--- config.mk ---
export PLATFORM = sky130hd
export DESIGN_NAME = pps_ctrl
export DESIGN_NICKNAME = d
export VERILOG_FILES = /design/src/design/pps_pkg.sv /design/src/design/pps_ctrl.sv
export SDC_FILE = /design/constraint.sdc
export NUM_CORES = 1
export LEC_CHECK = 0
export ABC_AREA = 0
export BUFFER_PORTS_ARGS = -buffer_cell sky130_fd_sc_hd__buf_4
export CAP_MARGIN = 20
export CORE_AREA = 2 2 46 48
export CTS_CLUSTER_SIZE = 25
export DETAILED_ROUTE_END_ITERATION = 8
export DIE_AREA = 0 0 48 50
export PLACE_DENSITY = 0.72
export SLEW_MARGIN = 20
export SYNTH_ARGS = -nofsm -noshare
export SYNTH_HDL_FRONTEND = slang
export SYNTH_SLANG_ARGS = --single-unit
--- constraint.sdc ---
create_clock -name clk -period 2.2 [get_ports clk]
set_clock_uncertainty 0.2 [all_clocks]
set_input_delay 0.11 -clock clk [delete_from_list [all_inputs] [get_ports clk]]
set_output_delay 0.11 -clock clk [all_outputs]
set_load 0.02 [all_outputs]
--- src/design/pps_pkg.sv ---
`default_nettype none
package pps_pkg;

	localparam int COORD_W = 34;
	localparam int DIST_W  = 69;
	localparam int PROD_W  = 240;
	localparam int MB_W    = 69;
	localparam int L2_W    = 40;
	localparam int W2SQ_W  = 34;
	localparam int TAN_W   = 30;
	localparam int K_W     = 5;
	localparam int HALF_W  = 17;

	localparam logic [K_W-1:0] STEER_MAX = 5'd30;
	localparam logic [59:0]    E18       = 60'hDE0B6B3A7640000;

	localparam logic [1:0] OP_CLEAR  = 2'd0;
	localparam logic [1:0] OP_APPEND = 2'd1;
	localparam logic [1:0] OP_UPDATE = 2'd2;

	localparam logic [1:0] CFG_WHEELBASE = 2'd0;
	localparam logic [1:0] CFG_LOOKAHEAD = 2'd1;
	localparam logic [1:0] CFG_SPEED     = 2'd2;

	typedef logic [3:0] mop_t;
	localparam mop_t MOP_P    = 4'd0;
	localparam mop_t MOP_Q    = 4'd1;
	localparam mop_t MOP_HX   = 4'd2;
	localparam mop_t MOP_HY   = 4'd3;
	localparam mop_t MOP_RHS1 = 4'd4;
	localparam mop_t MOP_RHS  = 4'd5;
	localparam mop_t MOP_C2   = 4'd6;
	localparam mop_t MOP_LHS1 = 4'd7;
	localparam mop_t MOP_LHS  = 4'd8;
	localparam mop_t MOP_T1   = 4'd9;
	localparam mop_t MOP_T2   = 4'd10;

	typedef struct packed {
		logic accept;
		logic init;
		logic walk_init;
		logic walk_goal;
		logic issue;
		logic set_progress;
		logic mul_start;
		logic capture;
		logic srch_step;
		logic load_out;
		mop_t mop;
	} cmd_t;

	typedef struct packed {
		logic start_update;
		logic idx_end;
		logic pipe_empty;
		logic found;
		logic mul_busy;
		logic srch_done;
	} st_t;

	// tan(k deg) * 1e9, rounded
	function automatic logic [TAN_W-1:0] tan_e9(input logic [K_W-1:0] k);
		logic [TAN_W-1:0] t;
		case (k)
			5'd1:  t = 30'd17455065;
			5'd2:  t = 30'd34920769;
			5'd3:  t = 30'd52407779;
			5'd4:  t = 30'd69926812;
			5'd5:  t = 30'd87488664;
			5'd6:  t = 30'd105104235;
			5'd7:  t = 30'd122784561;
			5'd8:  t = 30'd140540835;
			5'd9:  t = 30'd158384440;
			5'd10: t = 30'd176326981;
			5'd11: t = 30'd194380309;
			5'd12: t = 30'd212556562;
			5'd13: t = 30'd230868191;
			5'd14: t = 30'd249328003;
			5'd15: t = 30'd267949192;
			5'd16: t = 30'd286745386;
			5'd17: t = 30'd305730681;
			5'd18: t = 30'd324919696;
			5'd19: t = 30'd344327613;
			5'd20: t = 30'd363970234;
			5'd21: t = 30'd383864035;
			5'd22: t = 30'd404026226;
			5'd23: t = 30'd424474816;
			5'd24: t = 30'd445228685;
			5'd25: t = 30'd466307658;
			5'd26: t = 30'd487732589;
			5'd27: t = 30'd509525449;
			5'd28: t = 30'd531709432;
			5'd29: t = 30'd554309051;
			5'd30: t = 30'd577350269;
			default: t = '0;
		endcase
		return t;
	endfunction

endpackage
`default_nettype wire

--- src/design/pps_ctrl.sv ---
`default_nettype none
module pps_ctrl import pps_pkg::*; (
	input  logic clk,
	input  logic arst_n,
	input  logic in_valid,
	output logic in_stall,
	output logic out_valid,
	input  logic out_stall,
	input  st_t  st,
	output cmd_t cmd
);

	localparam logic [3:0] S_IDLE  = 4'd0;
	localparam logic [3:0] S_INIT  = 4'd1;
	localparam logic [3:0] S_W1    = 4'd2;
	localparam logic [3:0] S_W1END = 4'd3;
	localparam logic [3:0] S_W2I   = 4'd4;
	localparam logic [3:0] S_W2    = 4'd5;
	localparam logic [3:0] S_MGO   = 4'd6;
	localparam logic [3:0] S_MWAIT = 4'd7;
	localparam logic [3:0] S_SRCH  = 4'd8;
	localparam logic [3:0] S_STEP  = 4'd9;
	localparam logic [3:0] S_OUT   = 4'd10;

	logic [3:0] state_q, state_n;
	mop_t       mop_q, mop_n;
	logic       ov_q;

	always_comb begin
		cmd     = '0;
		cmd.mop = mop_q;
		state_n = state_q;
		mop_n   = mop_q;
		case (state_q)
			S_IDLE: begin
				cmd.accept = in_valid;
				if (in_valid && st.start_update) begin
					state_n = S_INIT;
				end
			end
			S_INIT: begin
				cmd.init      = 1'b1;
				cmd.walk_init = 1'b1;
				state_n       = S_W1;
			end
			S_W1: begin
				cmd.issue = !st.idx_end;
				if (st.idx_end && st.pipe_empty) begin
					state_n = S_W1END;
				end
			end
			S_W1END: begin
				cmd.set_progress = 1'b1;
				state_n          = S_W2I;
			end
			S_W2I: begin
				cmd.walk_init = 1'b1;
				cmd.walk_goal = 1'b1;
				state_n       = S_W2;
			end
			S_W2: begin
				cmd.walk_goal = 1'b1;
				cmd.issue     = !st.idx_end && !st.found;
				if (st.pipe_empty && (st.idx_end || st.found)) begin
					if (st.found) begin
						mop_n   = MOP_P;
						state_n = S_MGO;
					end else begin
						state_n = S_OUT;
					end
				end
			end
			S_MGO: begin
				cmd.mul_start = 1'b1;
				state_n       = S_MWAIT;
			end
			S_MWAIT: begin
				if (!st.mul_busy) begin
					cmd.capture = 1'b1;
					state_n     = S_MGO;
					case (mop_q)
						MOP_P:    mop_n = MOP_Q;
						MOP_Q:    mop_n = MOP_HX;
						MOP_HX:   mop_n = MOP_HY;
						MOP_HY:   mop_n = MOP_RHS1;
						MOP_RHS1: mop_n = MOP_RHS;
						MOP_RHS:  mop_n = MOP_C2;
						MOP_C2:   mop_n = MOP_LHS1;
						MOP_LHS1: mop_n = MOP_LHS;
						MOP_LHS:  state_n = S_SRCH;
						MOP_T1:   mop_n = MOP_T2;
						MOP_T2:   state_n = S_STEP;
						default:  state_n = S_OUT;
					endcase
				end
			end
			S_SRCH: begin
				if (st.srch_done) begin
					state_n = S_OUT;
				end else begin
					mop_n   = MOP_T1;
					state_n = S_MGO;
				end
			end
			S_STEP: begin
				cmd.srch_step = 1'b1;
				state_n       = S_SRCH;
			end
			S_OUT: begin
				if (!ov_q || !out_stall) begin
					cmd.load_out = 1'b1;
					state_n      = S_IDLE;
				end
			end
			default: state_n = S_IDLE;
		endcase
	end

	always_ff @(posedge clk or negedge arst_n) begin
		if (!arst_n) begin
			state_q <= S_IDLE;
			mop_q   <= MOP_P;
			ov_q    <= 1'b0;
		end else begin
			state_q <= state_n;
			mop_q   <= mop_n;
			if (cmd.load_out) begin
				ov_q <= 1'b1;
			end else if (!out_stall) begin
				ov_q <= 1'b0;
			end
		end
	end

	assign in_stall  = (state_q != S_IDLE);
	assign out_valid = ov_q;

endmodule
`default_nettype wire

==> results.md <==
* Post-route DRC at 0
* Post-route setup slack at 0.140 ns
* LEAKAGE at roughly 0.5 nW
* Post-Synthesis Cells at 103
* Setup TNS at 0 ns
* Cell Chain, Critical Path: or4b_1 > a32o_2 > o41ai_1 > o21ai_1
* Max IR drop VDD at about 760 uV
* Layout fillers at 188
* Worst skew pair latency at approximately 0.26 ns
* Initial antenna violation count at 0
* Post-synth EDFFs at 0
* Clock slew at reported path FFs at 0.06 ns
* 1st-iter DRT viols at 18
* Crit Path Max Fanout at 4
* Outcome: finished clean
* Pwr per Cell Area at 1380 nW/um2
* Unrepaired setup endpoints after global routing: false
* Sequential power share at 21.4%
* Antenna Cells at 0
* Chip Width at approximately 48 um
* Final setup vio count at 0
* Clk network pwr share at approximately 8.3%
* Crit-path slowest cell: or4b_1
* CP arrival at 1.99 ns
* Top cells by instance count after synthesis: 9 x dfrtp_1, 9 x nor2_1, 8 x clkbuf_1, 8 x nor3_1, 7 x nand2_1
* Startpoint types: register
* Core ar. at approximately 1900 um2
* Dpl hpwl at 1780 um
* Dpl ws at 0.160 ns
* CP required at 2.13 ns
* Final #Nets at 145
* Synthesis Warnings at 0
* Slew Viols, Final at 0
* CP delay by family, top: compound AO/OA/AOI/OAI gates
* Critical path type: reg -> reg
* Worst-Margin Slew at 0.448 ns
* Global-route wire length before repair at 3700 um
* TritonCTS Buffers at 3
* Area share of the largest cell type after synthesis at about 28%
* Initial Utilization at 42.4%
* Reg area at between 200 and 250 um2
* Grt total ovfl at 0
* Tcrit/Tclk final at 93.7%
* CTS tree: yes
* DP Area at 1060 um2
* Area of the multi-input gates at 524 um2
* Min Tclk post-route at 2.06 ns
* Worst Hold Class: in -> async
* Vias in the first global route at 857
* Relative slew slack at between 70% and 80%
* Int Power at 0.000782 W
* Die Span Y at 50 um
* CP bufs+invs at 0
* P_sw at roughly 0.00075 W
* Routed vias at 937
* Worst R2R Setup Slack at 0.14 ns
* Final Hold Fails at 0
* Post-synth ARST share at 100%
* Ratio of cells with drive above 1 in the final layout at 32.8%
* Placed Cells at 155
* Net Sw Frac at 48.9%
* Via/cell ratio at slightly below 6
* Drt pass-1 iters at 4
* Final Core Density at 58.1%
* Sink Count at 9
* Sequential fraction of the synthesis area at around 28%
* Final cell count without fillers at between 150 and 200
* Max-Cap Viols at 0
* Slowest stage delay, CP at 0.53 ns
* Max Clock Freq at 485 MHz
* Avg WL per Cell at 14.6 um
* Largest net degree at the start of global routing at 16
* GP Congestion at 0.895
* Unique cell type count in the Yosys netlist at 43
* Boundary Pins at 26
* Synth Net Count at 113
* Core Rows at 16
* Root Buffer: clkbuf_4
* Die area at between 2000 and 2500 um2
* #FFs+latches synth at 9
* GRT Total Usage at 21.7%
* Routed wire length at 2350 um
* Design area at between 1000 and 1500 um2
* Synth top area cells: dfrtp_1 28%, nor3_1 5.0%, nor2_1 4.2%
* Prevailing post-synth register cell: dfrtp_1
* Synth-to-Final Area Change at 36.9%
* Cell accounting for the most synthesized area: dfrtp_1
* Htree depth at 1
* Syn_area_per_cell at 7.84 um2
* Final antenna-violating net count at 0
* Setup bufs post-CTS at 0
* Buffers on Ports at 25
* Combinational power share at 70.2%
* CTS Buffer Depth at 2
* Cell Area, Synth at 807 um2
* Worst setup EP type: register
[registers in the layout, summed over array words and instances (netlist names)]
signal	cells
mop_q	4
out_valid	1
state_q	4
[layer usage]
metal,vias up,part of all wire [%],GRT usage (%)
li1,454,-,-
met1,448,43,26.4
met2,29,50,34.7
met3,6,4.6,6.59
met4,0,2.4,7.66
met5,-,0,0
[worst register-to-register path: stages, from the launching register on]
cell     delay [ns]
dfrtp_2        0.40
or4b_1         0.53
a32o_2         0.31
o41ai_1        0.38
o21ai_1        0.11
[through the flow]
step                      hold slack (ns)  total power, W
after CTS                        0.000129         0.00153
after global placement             -0.264         0.00137
after global routing               0.0233         0.00165
after floorplan                    -0.386         0.00105
final                             0.00234         0.00153
after detailed placement           -0.262         0.00140
[cells in the final DEF, fill, tap and decap left out, types with 2 or more instances in the layout]
cell type,Yosys,layout
a21o_1,2,2
a21oi_1,6,6
a31oi_1,3,3
buf_4,0,35
clkbuf_4,0,3
dfrtp_1,9,8
dlygate4sd3_1,0,2
inv_1,3,3
nand2_1,7,7
nand3b_1,2,2
nand4_1,3,3
nand4b_1,2,2
nand4bb_1,2,2
nor2_1,9,9
nor2b_1,2,2
nor3_1,8,8
o21ai_0,5,5
o21ai_1,2,2
o2bb2ai_1,2,2
o41ai_1,2,2
or3b_2,2,2
[area by class of cell]
cell class / count / share of cell area, %
Sequential cell: 9 / 20.5
Clock buffer: 4 / 2.38
Inverter: 3 / 1.02
Timing Repair Buffer: 37 / 25.6
Multi-Input combinational cell: 81 / 47.5
Tap cell: 27 / 3.06
[power groups by stage]
| stage | registers, W | clock network (W) | logic, W |
|---|---|---|---|
| 2_1_floorplan | 0.000313 | 0 | 0.000737 |
| 3_3_place_gp | 0.000322 | 0 | 0.00105 |
| 3_5_place_dp | 0.000329 | 0 | 0.00107 |
| 4_1_cts | 0.000325 | 0.000128 | 0.00107 |
| 5_1_grt | 0.000341 | 0.000136 | 0.00117 |
| 6_report | 0.000328 | 0.000127 | 0.00107 |
[worst paths after layout]
kind	from	endpoint	cells after the start
max	mop_q[1]$_DFFE_PN0P_	mop_q[1]$_DFFE_PN0P_	4
min	arst_n	state_q[0]$_DFFE_PN0P_	2
max reg2reg	mop_q[1]$_DFFE_PN0P_	mop_q[1]$_DFFE_PN0P_	4
min reg2reg	out_valid$_DFFE_PN0P_	out_valid$_DFFE_PN0P_	2
max in group asynchronous	arst_n	mop_q[1]$_DFFE_PN0P_	2
min in group clk	st[0]	state_q[2]$_DFFE_PN0P_	4
[cell families (layout without fill, tap and decap cells)]
group | count (synthesis) | after routing | synth area share, %
AO/OA/AOI/OAI | 30 | 30 | 25.6
AND/OR/NAND/NOR | 50 | 50 | 38.3
buffers and inverters | 13 | 44 | 7.13
XOR/XNOR | 1 | 1 | 1.09
flip-flops | 9 | 9 | 27.9
[timing repair]
action / CTS / global route
hold endpoints to repair: 10 / 0
gates resized for setup: 0 / 0
hold buffers: 2 / 0
setup endpoints to repair: 0 / 0
(Power assumes the default switching activity.)
